## config.mk

```make
export PLATFORM = sky130hd
export DESIGN_NAME = tach_period_filter_freq
export DESIGN_NICKNAME = d
export VERILOG_FILES = /design/src/hw/rtl/tpf_pkg.sv /design/src/hw/rtl/tach_period_filter_freq.sv /design/src/hw/rtl/tpf_dp.sv /design/src/hw/rtl/tpf_ctrl.sv
export VERILOG_INCLUDE_DIRS = /design/src /design/src/hw/rtl
export SDC_FILE = /design/constraint.sdc
export NUM_CORES = 1
export LEC_CHECK = 0
export ABC_CLOCK_PERIOD_IN_PS = 15400
export BUFFER_PORTS_ARGS = -buffer_cell sky130_fd_sc_hd__buf_2
export CORE_ASPECT_RATIO = 0.75
export CORE_MARGIN = 2
export CORE_UTILIZATION = 35
export CTS_BUF_LIST = sky130_fd_sc_hd__clkbuf_2 sky130_fd_sc_hd__clkbuf_4 sky130_fd_sc_hd__clkbuf_8
export CTS_CLUSTER_SIZE = 16
export DETAILED_ROUTE_END_ITERATION = 12
export PLACE_DENSITY = 0.58
export SETUP_SLACK_MARGIN = 0.2
export SYNTH_ARGS = -nofsm -noshare
export SYNTH_HDL_FRONTEND = slang
export SYNTH_SLANG_ARGS = --single-unit
```

## constraint.sdc

```tcl
create_clock -name clk -period 15.4 [get_ports clk]
set_input_delay 3.08 -clock clk [delete_from_list [all_inputs] [get_ports clk]]
set_output_delay 3.08 -clock clk [all_outputs]
set_load 0.03 [all_outputs]
```

## src/hw/rtl/assert_macros.svh

```systemverilog
// assertion macros for the rtl files, included by the tach period filter top
`ifndef ASSERT_MACROS_SVH
`define ASSERT_MACROS_SVH

`ifndef SYNTHESIS
// property checked on every rising clock edge outside reset
`define ASSERT_CLK(lbl, prop) \
    lbl: assert property (@(posedge clk) disable iff (!rst_n) (prop)) \
        else $error("assertion failed");
// condition that must never hold
`define ASSERT_NEVER(lbl, cond) `ASSERT_CLK(lbl, !(cond))
`else
`define ASSERT_CLK(lbl, prop)
`define ASSERT_NEVER(lbl, cond)
`endif

`endif

```

## src/hw/rtl/tpf_pkg.sv

```systemverilog
// types, constants and codes for the tach period filter
package tpf_pkg;

    // input word: tach edge check-in or poll
    typedef struct packed {
        logic        func;
        logic [31:0] time_us;
    } tpf_in_t;

    // output word
    typedef struct packed {
        logic        signal_valid;
        logic [31:0] freq_hz;
        logic [37:0] speed_rpm;
    } tpf_out_t;

    localparam logic FUNC_EDGE = 1'b0;
    localparam logic FUNC_POLL = 1'b1;

    // configuration register indexes
    localparam int CFG_IDX_W = 2;
    localparam logic [CFG_IDX_W-1:0] CFG_FILTER_GAIN = 2'd0;
    localparam logic [CFG_IDX_W-1:0] CFG_MIN_DELTA   = 2'd1;
    localparam logic [CFG_IDX_W-1:0] CFG_TIMEOUT     = 2'd2;

    localparam logic [15:0] FILTER_GAIN_RST = 16'd6554;
    localparam logic [31:0] MIN_DELTA_RST   = 32'd1000;
    localparam logic [31:0] TIMEOUT_RST     = 32'd1000000;

    // period is Q32.8, so numerators carry 2^8 * 2^12
    localparam int DIV_W = 46;
    localparam logic [DIV_W-1:0] FREQ_NUM = 46'd1000000 << 20;
    localparam logic [DIV_W-1:0] RPM_NUM  = 46'd60000000 << 20;
    localparam logic [31:0] FREQ_MAX = 32'hFFFF_FFFF;
    localparam logic [37:0] RPM_MAX  = {38{1'b1}};

    localparam int MUL_STEPS = 16;
    localparam int CNT_W = 6;

    typedef enum logic [5:0] {
        ST_IDLE  = 6'b000001,
        ST_EVAL  = 6'b000010,
        ST_MLOAD = 6'b000100,
        ST_MUL   = 6'b001000,
        ST_DIV   = 6'b010000,
        ST_PUT   = 6'b100000
    } tpf_state_t;

    typedef struct packed {
        logic item_load;
        logic edge_update;
        logic flags_clear;
        logic reload;
        logic mul_load;
        logic mul_step;
        logic filt_write;
        logic div_load;
        logic div_step;
        logic res_invalid;
        logic out_load;
    } tpf_cmd_t;

    typedef struct packed {
        logic is_poll;
        logic edge_seen;
        logic prior_seen;
        logic lt_min;
        logic timed_out;
        logic mul_last;
        logic div_last;
    } tpf_stat_t;

endpackage

```

## src/hw/rtl/tach_period_filter_freq.sv

```systemverilog
// Tach period filter: each input word is a tach edge (func 0) or a poll (func 1) with a
// 32-bit microsecond timestamp. An edge is finished in the evaluation state, or, when its
// period is lowpass filtered, after a serial shift-add multiplier, one gain bit per cycle.
// A poll that yields valid data runs the 46-step restoring divider that forms frequency and
// rpm side by side; a poll that reports no signal skips it. A further word is taken only
// after the current one is finished, while a finished result may still wait in the output
// register. Config writes are always ready.
module tach_period_filter_freq (
    input  logic                              clk,
    input  logic                              rst_n,
    input  logic                              in_valid,
    output logic                              in_stall,
    input  tpf_pkg::tpf_in_t                  in_word,
    output logic                              out_valid,
    input  logic                              out_stall,
    output tpf_pkg::tpf_out_t                 out_word,
    input  logic                              cfg_valid,
    output logic                              cfg_ready,
    input  logic [tpf_pkg::CFG_IDX_W-1:0]     cfg_index,
    input  logic [31:0]                       cfg_data
);
    import tpf_pkg::*;

    tpf_cmd_t   cmd;
    tpf_stat_t  stat;
    tpf_state_t state;

    assign cfg_ready = 1'b1;

    tpf_ctrl u_ctrl (
        .clk       (clk),
        .rst_n     (rst_n),
        .in_valid  (in_valid),
        .in_stall  (in_stall),
        .out_valid (out_valid),
        .out_stall (out_stall),
        .stat      (stat),
        .cmd       (cmd),
        .state     (state)
    );

    tpf_dp u_dp (
        .clk       (clk),
        .rst_n     (rst_n),
        .in_word   (in_word),
        .cfg_we    (cfg_valid && cfg_ready),
        .cfg_index (cfg_index),
        .cfg_data  (cfg_data),
        .cmd       (cmd),
        .stat      (stat),
        .out_word  (out_word)
    );

`include "assert_macros.svh"

    // prior-edge flag is never set without the edge-seen flag
    `ASSERT_NEVER(a_flag_order, stat.prior_seen && !stat.edge_seen)
    // a new output word only comes from the handoff state
    `ASSERT_CLK(a_out_from_put, $rose(out_valid) |-> $past(state == ST_PUT))
    // a word reporting no signal carries zero values
    `ASSERT_CLK(a_invalid_zero, (out_valid && !out_word.signal_valid) |->
        (out_word.freq_hz == '0 && out_word.speed_rpm == '0))

endmodule

```

## src/hw/rtl/tpf_dp.sv

```systemverilog
// datapath: config, edge state, serial filter multiplier, dual divider, output word
module tpf_dp (
    input  logic                               clk,
    input  logic                               rst_n,
    input  tpf_pkg::tpf_in_t                   in_word,
    input  logic                               cfg_we,
    input  logic [tpf_pkg::CFG_IDX_W-1:0]      cfg_index,
    input  logic [31:0]                        cfg_data,
    input  tpf_pkg::tpf_cmd_t                  cmd,
    output tpf_pkg::tpf_stat_t                 stat,
    output tpf_pkg::tpf_out_t                  out_word
);
    import tpf_pkg::*;

    logic [15:0]      filter_gain_reg;
    logic [31:0]      min_delta_reg;
    logic [31:0]      timeout_reg;

    tpf_in_t          item_reg;
    logic [31:0]      last_edge_reg;
    logic             edge_seen_reg;
    logic             prior_seen_reg;
    logic [39:0]      period_reg;
    logic [31:0]      delta_reg;

    logic [57:0]      acc_reg;
    logic [57:0]      acc_next;
    logic [56:0]      dsh_reg;
    logic [15:0]      ash_reg;
    logic [40:0]      diff;

    logic [CNT_W-1:0] cnt_reg;

    logic [39:0]      rem_f_reg;
    logic [39:0]      rem_r_reg;
    logic [DIV_W-1:0] num_f_reg;
    logic [DIV_W-1:0] num_r_reg;
    logic [DIV_W-1:0] q_f_reg;
    logic [DIV_W-1:0] q_r_reg;
    logic [40:0]      trial_f;
    logic [40:0]      trial_r;
    logic [40:0]      sub_f;
    logic [40:0]      sub_r;
    logic             ge_f;
    logic             ge_r;
    logic             res_valid_reg;

    tpf_out_t         out_reg;
    tpf_out_t         out_next;

    logic [31:0]      delta;

    always_ff @(posedge clk or negedge rst_n)
    begin
        if (!rst_n)
        begin
            filter_gain_reg <= FILTER_GAIN_RST;
            min_delta_reg   <= MIN_DELTA_RST;
            timeout_reg     <= TIMEOUT_RST;
        end
        else if (cfg_we)
        begin
            case (cfg_index)
                CFG_FILTER_GAIN: filter_gain_reg <= cfg_data[15:0];
                CFG_MIN_DELTA:   min_delta_reg   <= cfg_data;
                CFG_TIMEOUT:     timeout_reg     <= cfg_data;
                default:         ;
            endcase
        end
    end

    // wrapped time since the last edge, used both for edges and polls
    assign delta = item_reg.time_us - last_edge_reg;

    assign stat.is_poll    = (item_reg.func == FUNC_POLL);
    assign stat.edge_seen  = edge_seen_reg;
    assign stat.prior_seen = prior_seen_reg;
    assign stat.lt_min     = (delta < min_delta_reg);
    assign stat.timed_out  = (delta >= timeout_reg);
    assign stat.mul_last   = (cnt_reg == CNT_W'(MUL_STEPS - 1));
    assign stat.div_last   = (cnt_reg == CNT_W'(DIV_W - 1));

    always_ff @(posedge clk)
    begin
        if (cmd.item_load)
        begin
            item_reg <= in_word;
        end
    end

    always_ff @(posedge clk or negedge rst_n)
    begin
        if (!rst_n)
        begin
            last_edge_reg  <= '0;
            edge_seen_reg  <= 1'b0;
            prior_seen_reg <= 1'b0;
            period_reg     <= '0;
        end
        else
        begin
            if (cmd.edge_update)
            begin
                last_edge_reg  <= item_reg.time_us;
                prior_seen_reg <= edge_seen_reg;
                edge_seen_reg  <= 1'b1;
            end
            else if (cmd.flags_clear)
            begin
                edge_seen_reg  <= 1'b0;
                prior_seen_reg <= 1'b0;
            end
            if (cmd.reload)
            begin
                period_reg <= {delta, 8'h00};
            end
            else if (cmd.filt_write)
            begin
                period_reg <= acc_next[55:16];
            end
        end
    end

    always_ff @(posedge clk)
    begin
        if (cmd.edge_update)
        begin
            delta_reg <= delta;
        end
    end

    // y' = y + (x - y) * a, accumulated one gain bit per cycle, with rounding
    assign diff     = {1'b0, delta_reg, 8'h00} - {1'b0, period_reg};
    assign acc_next = acc_reg + (ash_reg[0] ? {dsh_reg[56], dsh_reg} : 58'd0);

    always_ff @(posedge clk)
    begin
        if (cmd.mul_load)
        begin
            acc_reg <= {2'b00, period_reg, 16'h0000} + 58'd32768;
            dsh_reg <= {{16{diff[40]}}, diff};
            ash_reg <= filter_gain_reg;
        end
        else if (cmd.mul_step)
        begin
            acc_reg <= acc_next;
            dsh_reg <= {dsh_reg[55:0], 1'b0};
            ash_reg <= {1'b0, ash_reg[15:1]};
        end
    end

    always_ff @(posedge clk or negedge rst_n)
    begin
        if (!rst_n)
        begin
            cnt_reg <= '0;
        end
        else if (cmd.mul_load || cmd.div_load)
        begin
            cnt_reg <= '0;
        end
        else if (cmd.mul_step || cmd.div_step)
        begin
            cnt_reg <= cnt_reg + CNT_W'(1);
        end
    end

    // restoring division of both numerators by the period, one bit a cycle;
    // a zero period yields all ones, which then saturates
    assign trial_f = {rem_f_reg, num_f_reg[DIV_W-1]};
    assign trial_r = {rem_r_reg, num_r_reg[DIV_W-1]};
    assign sub_f   = trial_f - {1'b0, period_reg};
    assign sub_r   = trial_r - {1'b0, period_reg};
    assign ge_f    = (trial_f >= {1'b0, period_reg});
    assign ge_r    = (trial_r >= {1'b0, period_reg});

    always_ff @(posedge clk)
    begin
        if (cmd.div_load)
        begin
            rem_f_reg <= '0;
            rem_r_reg <= '0;
            num_f_reg <= FREQ_NUM;
            num_r_reg <= RPM_NUM;
        end
        else if (cmd.div_step)
        begin
            rem_f_reg <= ge_f ? sub_f[39:0] : trial_f[39:0];
            rem_r_reg <= ge_r ? sub_r[39:0] : trial_r[39:0];
            num_f_reg <= {num_f_reg[DIV_W-2:0], 1'b0};
            num_r_reg <= {num_r_reg[DIV_W-2:0], 1'b0};
            q_f_reg   <= {q_f_reg[DIV_W-2:0], ge_f};
            q_r_reg   <= {q_r_reg[DIV_W-2:0], ge_r};
        end
    end

    always_ff @(posedge clk or negedge rst_n)
    begin
        if (!rst_n)
        begin
            res_valid_reg <= 1'b0;
        end
        else if (cmd.div_load)
        begin
            res_valid_reg <= 1'b1;
        end
        else if (cmd.res_invalid)
        begin
            res_valid_reg <= 1'b0;
        end
    end

    always_comb
    begin
        out_next.signal_valid = res_valid_reg;
        out_next.freq_hz      = '0;
        out_next.speed_rpm    = '0;
        if (res_valid_reg)
        begin
            out_next.freq_hz   = (|q_f_reg[DIV_W-1:32]) ? FREQ_MAX : q_f_reg[31:0];
            out_next.speed_rpm = (|q_r_reg[DIV_W-1:38]) ? RPM_MAX : q_r_reg[37:0];
        end
    end

    always_ff @(posedge clk)
    begin
        if (cmd.out_load)
        begin
            out_reg <= out_next;
        end
    end

    assign out_word = out_reg;

endmodule

```

## src/hw/rtl/tpf_ctrl.sv

```systemverilog
// controller: sequences edge updates, filter steps, divisions and output handoff
module tpf_ctrl (
    input  logic                   clk,
    input  logic                   rst_n,
    input  logic                   in_valid,
    output logic                   in_stall,
    output logic                   out_valid,
    input  logic                   out_stall,
    input  tpf_pkg::tpf_stat_t     stat,
    output tpf_pkg::tpf_cmd_t      cmd,
    output tpf_pkg::tpf_state_t    state
);
    import tpf_pkg::*;

    tpf_state_t state_reg;
    tpf_state_t state_next;
    logic       out_valid_reg;
    logic       out_valid_next;
    logic       slot_free;

    // output register can take a new word when empty or being drained
    assign slot_free = !out_valid_reg || !out_stall;

    always_comb
    begin
        cmd        = '0;
        state_next = state_reg;
        case (state_reg)
            ST_IDLE:
            begin
                if (in_valid)
                begin
                    cmd.item_load = 1'b1;
                    state_next    = ST_EVAL;
                end
            end
            ST_EVAL:
            begin
                if (!stat.is_poll)
                begin
                    cmd.edge_update = 1'b1;
                    state_next      = ST_IDLE;
                    if (stat.edge_seen)
                    begin
                        if (stat.lt_min)
                        begin
                            state_next = ST_MLOAD;
                        end
                        else
                        begin
                            cmd.reload = 1'b1;
                        end
                    end
                end
                else if (stat.timed_out)
                begin
                    cmd.flags_clear = 1'b1;
                    cmd.res_invalid = 1'b1;
                    state_next      = ST_PUT;
                end
                else if (stat.edge_seen && stat.prior_seen)
                begin
                    cmd.div_load = 1'b1;
                    state_next   = ST_DIV;
                end
                else
                begin
                    cmd.res_invalid = 1'b1;
                    state_next      = ST_PUT;
                end
            end
            ST_MLOAD:
            begin
                cmd.mul_load = 1'b1;
                state_next   = ST_MUL;
            end
            ST_MUL:
            begin
                cmd.mul_step = 1'b1;
                if (stat.mul_last)
                begin
                    cmd.filt_write = 1'b1;
                    state_next     = ST_IDLE;
                end
            end
            ST_DIV:
            begin
                cmd.div_step = 1'b1;
                if (stat.div_last)
                begin
                    state_next = ST_PUT;
                end
            end
            ST_PUT:
            begin
                if (slot_free)
                begin
                    cmd.out_load = 1'b1;
                    state_next   = ST_IDLE;
                end
            end
            default:
            begin
                state_next = ST_IDLE;
            end
        endcase
    end

    always_comb
    begin
        out_valid_next = out_valid_reg;
        if (cmd.out_load)
        begin
            out_valid_next = 1'b1;
        end
        else if (out_valid_reg && !out_stall)
        begin
            out_valid_next = 1'b0;
        end
    end

    always_ff @(posedge clk or negedge rst_n)
    begin
        if (!rst_n)
        begin
            state_reg     <= ST_IDLE;
            out_valid_reg <= 1'b0;
        end
        else
        begin
            state_reg     <= state_next;
            out_valid_reg <= out_valid_next;
        end
    end

    assign in_stall  = (state_reg != ST_IDLE);
    assign out_valid = out_valid_reg;
    assign state     = state_reg;

endmodule
```

==> summary.md, run 1 <==
| Metric | Value |
|---|---|
| Largest net degree at the start of global routing | `182` |
| Cell Area, Synth | `36,500 µm²` |
| Slew headroom | `14.8%` |
| 1st-iter DRT viols | `2,607` |
| Most instantiated library cell after synthesis | `nand2_1` |
| Pwr/cell area | `225 nW/µm²` |
| Inserted Clock Buffers | `106` |
| CTS tree | `built` |
| Final GP Congestion | `0.907` |
| YS warnings | `0` |
| CTS Root Cell | `clkbuf_8` |
| I/O pins | `146` |
| Post-synth ARST share | `26.2%` |
| First-pass GRT wire length | `150,000 µm` |
| Largest register FFs | `71` |
| Fill cells | `10,100` |
| Critical Path Sink Type | `flop` |
| Post-route insts no fill | `5,242` |
| Routed WL | `97,200 µm` |
| Syn avg cell area | `9.95 µm²` |
| CORE AREA | `103,000 µm²` |
| Min cycle time layout | `6120 ps` |
| Vias | `27,700` |
| Post-Route Utilization | `39.7%` |
| Clk Latency, worst-skew pair | `810 ps` |
| Fin crit share | `39.7%` |
| Routed WL per cell | `18.5 µm` |
| EDFF count, synth | `356` |
| DIE HEIGHT | `284 µm` |
| CTS resizes | `0` |
| Startpoint type of the worst setup path | `flop` |
| Share of cells above drive strength 1 | `13.0%` |
| Commonest cells in the netlist | `nand2_1, edfxtp_1, a21oi_1` |
| Clock-pin slew on the worst setup and hold paths | `60 ps` |
| Peak VDD IR | `0.122 mV` |
| Port buffer count | `144` |
| GRT Residual Overflow | `0` |
| Area contributors post-synth | `edfxtp_1, dfrtp_1, ha_1` |
| Clk sink count | `641` |
| Multi-input logic area | `18,000 µm²` |
| Worst R2R Path Depth | `19` |
| Top FF cell, synth | `edfxtp_1` |
| Netlist cell types | `88` |
| Vias in the first global route | `25,400` |
| Sequential area share after synthesis | `47.3%` |
| Final worst slack | `9280 ps` |
| Storage cell area | `17,300 µm²` |
| Setup TNS | `0 ps` |
| Max-Cap Viols | `0` |
| Initial antenna violation count | `8` |
| Total GRT Usage | `17.9%` |
| Worst Tran Pin Value | `1270 ps` |
| Crit path required time | `16,090 ps` |
| Router iterations before antenna repair | `5` |
| Setup Crit Path Kind | `reg2reg` |
| Final setup violation count | `0` |
| Post-CTS Setup Bufs | `0` |
| Dpl ws | `9430 ps` |
| Nets | `4,132` |
| Synth top area share | `29.3%` |
| # rows | `102` |
| Starting Density | `35.3%` |
| P_leak | `16.8 nW` |
| Hold Path Depth | `0` |
| RSZ-0062 raised after global routing | `false` |
| Cells after Synth | `3,667` |
| HP Class | `reg2reg` |
| Mapped Nets | `4,007` |
| Die X | `377 µm` |
| Clock skew | `63.2 ps` |
| Max Clk Rate | `0.164 GHz` |
| Final hold vios | `0` |
| Register bit total from synthesis | `641` |
| DRT antenna net count | `0` |
| Via/cell ratio | `5.29` |
| Hold buffer count at CTS | `0` |
| Largest fanout on the critical path | `25` |
| Die area | `107,000 µm²` |
| Slew Limit Fails | `0` |
| Largest area contributor in the netlist | `edfxtp_1` |
| Area Overhead vs Synth | `12.2%` |
| Status | `finished clean` |
| Post-route DRC | `0` |
| Post-DP HPWL | `67,900 µm` |
| Crit path arrival time | `6810 ps` |
| Clock Path Buffers | `3` |
| Dpl cells | `5,036` |
| H-tree depth | `3` |
## per-stage QoR
stage               hold WS (ps)  instance area, µm²  total power, mW
global placement             430               38600             7.47
global route                 454               40900             9.93
floorplan                    423               36500             6.09
finish                       439               40900             9.23
CTS                          442               40900             9.22
detailed placement           433               38600             7.50
## metal layers
metal | share of wire, % | vias to the layer above | global-route usage (%)
li1 | - | 13600 | -
met1 | 51 | 13200 | 28.3
met2 | 40 | 804 | 24.0
met3 | 6.4 | 144 | 3.20
met4 | 2.7 | 0 | 5.60
met5 | 0 | - | 0
## report_power, final
part | internal [mW] | leakage, nW | switching [mW]
Clock | 0.908 | 1.21 | 0.752
Combinational | 2.00 | 9.37 | 3.21
Sequential | 2.19 | 6.23 | 0.168
Total | 5.10 | 16.8 | 4.13
## worst max-delay path, stage by stage, from the launching register on
cell and delay (ps):
dfrtp_1 370, inv_1 70, ha_1 290, nor2b_1 140, o31a_1 290, o221a_2 290, o31ai_2 310, o21ai_1 210
a21oi_1 280, nand2b_1 90, a21o_1 200, xor2_1 580, ha_1 280, a21o_1 90, a21o_1 100, a21oi_1 80
a211o_1 250, o21ai_0 530, nand3_1 940, o221a_2 640
## final timing paths
kind                                                         from  slack (ps)                                    to
worst max register to register  u_dp.last_edge_reg[1]$_DFFE_PN0P_        9280       u_dp.period_reg[29]$_DFFE_PN0P_
max in group asynchronous                                   rst_n       11410        u_dp.res_valid_reg$_DFFE_PN0P_
worst min-delay path                   u_dp.q_r_reg[39]$_DFFE_PP_         440            u_dp.q_r_reg[40]$_DFFE_PP_
worst min register to register         u_dp.q_r_reg[39]$_DFFE_PP_         440            u_dp.q_r_reg[40]$_DFFE_PP_
min in group asynchronous                                   rst_n        2410  u_dp.filter_gain_reg[14]$_DFFE_PN0P_
worst max-delay path            u_dp.last_edge_reg[1]$_DFFE_PN0P_        9280       u_dp.period_reg[29]$_DFFE_PN0P_
## cells by family (layout without fill, tap and decap cells)
| kind of cell | count (synthesis) | after routing | synth area share [%] |
|---|---|---|---|
| flops | 641 | 641 | 47.3 |
| xor+xnor | 184 | 184 | 4.42 |
| other cells | 1 | 7 | 0.0103 |
| compound gates | 1076 | 1076 | 18.7 |
| buf+inv | 353 | 570 | 3.73 |
| mux | 115 | 115 | 3.44 |
| simple gates | 1029 | 1029 | 13.1 |
| fa+ha+maj | 268 | 268 | 9.27 |
## area by class of cell
cell class	count	share of cell area [%]
clock inverter	59	1.31
multi-input combinational	2673	43.8
timing repair buffer	177	2.38
inverter	193	1.79
sequential	641	42.2
tap	1352	4.13
antenna	6	0.0367
clock buffer	141	4.33
## cell usage in the layout (no fill, tap or decap), types with 91 or more instances in the layout
cell      count
nand2_1     403
edfxtp_1    356
a21oi_1     300
o21ai_0     274
ha_1        264
nor2_1      227
inv_1       190
dfrtp_1     146
buf_2       143
a21o_1      127
dfxtp_1     117
clkbuf_8    114
xnor2_1     112
o21a_1       91
(Power assumes the default switching activity.)
==> run 2, diff against run 1 <==
--- a/config.mk
+++ b/config.mk
@@ -6,7 +6,7 @@
 export SDC_FILE = /design/constraint.sdc
 export NUM_CORES = 1
 export LEC_CHECK = 0
-export ABC_CLOCK_PERIOD_IN_PS = 15400
+export ABC_CLOCK_PERIOD_IN_PS = 5700
 export BUFFER_PORTS_ARGS = -buffer_cell sky130_fd_sc_hd__buf_2
 export CORE_ASPECT_RATIO = 0.75
 export CORE_MARGIN = 2
==> constraint.sdc (replaced) <==
create_clock -name clk -period 5.7 [get_ports clk]
set_input_delay 1.14 -clock clk [delete_from_list [all_inputs] [get_ports clk]]
set_output_delay 1.14 -clock clk [all_outputs]
set_load 0.03 [all_outputs]
==> run 2 against run 1 <==
Combinational power rose to 2.7 times the previous value; power rose to 2.7 times the previous value; global-route usage about the same; critical path type unchanged; non-clock buffer count up 21; clock skew about the same; fmax up 17%; sequential share of layout area down 0.25 points.
==> summary.md, run 2 (same netlist as run 1, synthesis figures left out) <==
| Metric | Value |
|---|---|
| Status | `finished clean` |
| CORE AREA | `103,000 µm² (unchanged)` |
| Clock-pin slew on the worst setup and hold paths | `60 ps (about the same)` |
| Clock Path Buffers | `3 (unchanged)` |
| Router iterations before antenna repair | `6 (+1)` |
| Post-route DRC | `0 (unchanged)` |
| Worst Tran Pin Value | `1250 ps (-24.4 ps)` |
| First-pass GRT wire length | `151,000 µm (+0.69%)` |
| Final hold vios | `0 (unchanged)` |
| Die area | `107,000 µm² (unchanged)` |
| Routed WL per cell | `18.4 µm (-0.76%)` |
| Most frequent cells in the layout | `nand2_1, edfxtp_1, a21oi_1` |
| DR WL met2 | `39,700 µm (+3.1%)` |
| Port buffer count | `144 (unchanged)` |
| Largest net degree at the start of global routing | `131 (-28%)` |
| Hold Path Depth | `0 (unchanged)` |
| Most common cell after layout, fill and taps aside | `nand2_1` |
| Largest fanout on the critical path | `25 (unchanged)` |
| Pwr/cell area | `610 nW/µm² (+170%)` |
| Crit-path slowest cell | `xor2_2` |
| Final GP Congestion | `0.891 (-1.8%)` |
| Met3 routed WL | `5780 µm (-6.8%)` |
| Hold buffer count at CTS | `0 (unchanged)` |
| Final worst slack | `453 ps (-8830 ps)` |
| WP depth | `20 (+1)` |
| # rows | `102 (unchanged)` |
| Dpl ws | `305 ps (-9120 ps)` |
| Fill cells | `10,100 (+0.049%)` |
| Nets | `4,154 (+0.53%)` |
| RSZ-0062 raised after global routing | `false` |
| Placed cell area | `38,800 µm² (+0.49%)` |
| I/O pins | `146 (unchanged)` |
| CTS Root Cell | `clkbuf_8` |
| Post-CTS Setup Bufs | `0 (unchanged)` |
| Critical Path Sink Type | `flop` |
| Top Family by Delay on Critical Path | `compound AO/OA/AOI/OAI gates` |
| Post-Route Utilization | `39.9% (+0.24 points)` |
| Post-DP HPWL | `68,500 µm (+0.88%)` |
| Fin crit share | `92.1% (+52 points)` |
| CTS tree | `built` |
| Startpoint type of the worst setup path | `flop` |
| Largest register FFs | `71 (unchanged)` |
| Min cycle time layout | `5250 ps (-868 ps)` |
| GRT Residual Overflow | `0 (unchanged)` |
| Combinational share of power | `56.7% (+0.2 points)` |
| Reg2reg end | `u_dp.period_reg[33]$_DFFE_PN0P_` |
| H-tree depth | `3 (unchanged)` |
| Clock Power Share | `17.9% (about the same)` |
| Area Overhead vs Synth | `12.9%` |
| HP Class | `reg2reg` |
| Worst Hold Endpoint | `u_dp.q_f_reg[2]$_DFFE_PP_` |
| DIE HEIGHT | `284 µm (unchanged)` |
| Min Hold Slack | `427 ps (-12.4 ps)` |
| Die X | `377 µm (unchanged)` |
| Setup Crit Path Kind | `reg2reg` |
| 1st-iter DRT viols | `2,249 (-14%)` |
| Starting Density | `35.3% (unchanged)` |
| Post-route insts no fill | `5,264 (+0.42%)` |
| Vias | `27,700 (-0.065%)` |
| Crit path required time | `6380 ps (-9710 ps)` |
| Clk Latency, worst-skew pair | `810 ps (about the same)` |
| Fraction of power spent switching nets | `44.6% (-0.19 points)` |
| Max-Cap Viols | `0 (unchanged)` |
| Final Cell Area | `41,200 µm² (+0.60%)` |
| Slew Limit Fails | `0 (unchanged)` |
| Share of cells above drive strength 1 | `13.9% (+0.89 points)` |
| Slew headroom | `16.7% (+1.9 points)` |
| Worst path max stage delay | `470 ps (-470 ps)` |
| Crit path arrival time | `5930 ps (-880 ps)` |
| Setup TNS | `0 ps (unchanged)` |
| Post-route total power | `25.1 mW (+170%)` |
| Initial antenna violation count | `1 (-7)` |
| Max Clk Rate | `0.191 GHz (+17%)` |
| Min-delay src | `u_dp.q_f_reg[1]$_DFFE_PP_` |
| P_leak | `17.0 nW (+0.90%)` |
| Clk sink count | `641 (unchanged)` |
| Routed WL | `96,900 µm (-0.34%)` |
| M1 WL | `49,000 µm (-1.7%)` |
| Sequential fraction of design power | `25.3% (-0.2 points)` |
| Crit-path cells | `ha_1, fa_1, nand2b_1, a21oi_1, o21ai_2, nor2_1, a2111oi_4, a21oi_2, a31oi_4, o21ai_0, xor2_2, ha_1, a21o_1, a21oi_1, nand2_1, a311oi_1, o21ai_1, nand3_1, buf_12, mux2_2` |
| Inserted Clock Buffers | `107 (+0.94%)` |
| Vias in the first global route | `26,000 (+2.1%)` |
| Internal power | `13.9 mW (+170%)` |
| Total GRT Usage | `17.9% (+0.020 points)` |
| DRT antenna net count | `0 (unchanged)` |
| Clock skew | `63.3 ps (+0.0682 ps)` |
| Via/cell ratio | `5.26 (-0.48%)` |
| Dpl cells | `5,057 (+0.42%)` |
| CP bufs+invs | `1 (unchanged)` |
| Psw | `11.2 mW (+170%)` |
| R2r setup slk | `450 ps (-8830 ps)` |
| Peak VDD IR | `0.432 mV (+250%)` |
| RR Startpoint | `u_dp.last_edge_reg[0]$_DFFE_PN0P_` |
| Top sig layer | `met4` |
| Worst R2R Path Depth | `20 (+1)` |
| Final setup violation count | `0 (unchanged)` |
## run 2: worst max path at each step
stage                                      start                               to
3_3_place_gp   u_dp.last_edge_reg[1]$_DFFE_PN0P_   u_dp.rem_r_reg[1]$_SDFFE_PP0P_
6_report       u_dp.last_edge_reg[0]$_DFFE_PN0P_  u_dp.period_reg[33]$_DFFE_PN0P_
5_1_grt        u_dp.last_edge_reg[1]$_DFFE_PN0P_  u_dp.rem_r_reg[20]$_SDFFE_PP0P_
2_1_floorplan                          out_stall   u_dp.out_word[0]$_SDFFCE_PN0P_
4_1_cts               u_dp.item_reg[1]$_DFFE_PP_  u_dp.rem_f_reg[15]$_SDFFE_PP0P_
3_5_place_dp   u_dp.last_edge_reg[0]$_DFFE_PN0P_   u_dp.rem_r_reg[1]$_SDFFE_PP0P_
## run 2: layout make-up
cell class | count | area, µm² | area share, %
multi-input combinational | 2673 | 18000 | 43.6
tap | 1352 | 1690 | 4.11
sequential | 641 | 17300 | 41.9
timing repair buffer | 198 | 1180 | 2.87
clock buffer | 157 | 1900 | 4.61
inverter | 193 | 734 | 1.78
clock inverter | 47 | 445 | 1.08
antenna | 3 | 7.51 | 0.0182
## run 2: power groups by stage
stage	Sequential (mW)	Clock [mW]	Combinational [mW]
2_1_floorplan	6.37	0	10.1
3_3_place_gp	6.44	0	13.9
3_5_place_dp	6.45	0	14.0
4_1_cts	6.36	4.64	14.1
5_1_grt	6.46	4.84	15.8
6_report	6.37	4.50	14.2
## run 2: layer usage
layer | vias up | track usage, %
met5 | - | 0
li1 | 13600 | -
met3 | 132 | 3.62
met4 | 0 | 5.37
met2 | 696 | 25.1
met1 | 13200 | 27.3
## run 2: worst reg2reg max path, stage by stage (launching register included)
cell	delay (ps)
dfrtp_1	380
ha_1	240
fa_1	410
nand2b_1	190
a21oi_1	290
o21ai_2	130
nor2_1	200
a2111oi_4	90
a21oi_2	240
a31oi_4	140
o21ai_0	310
xor2_2	470
ha_1	360
a21o_1	170
a21oi_1	220
nand2_1	70
a311oi_1	290
o21ai_1	220
nand3_1	200
buf_12	190
mux2_2	350
## run 2: what timing repair did
item,CTS,global route
resized for setup,0,8
endpoints found under the setup margin,0,159
hold endpoints to repair,0,0
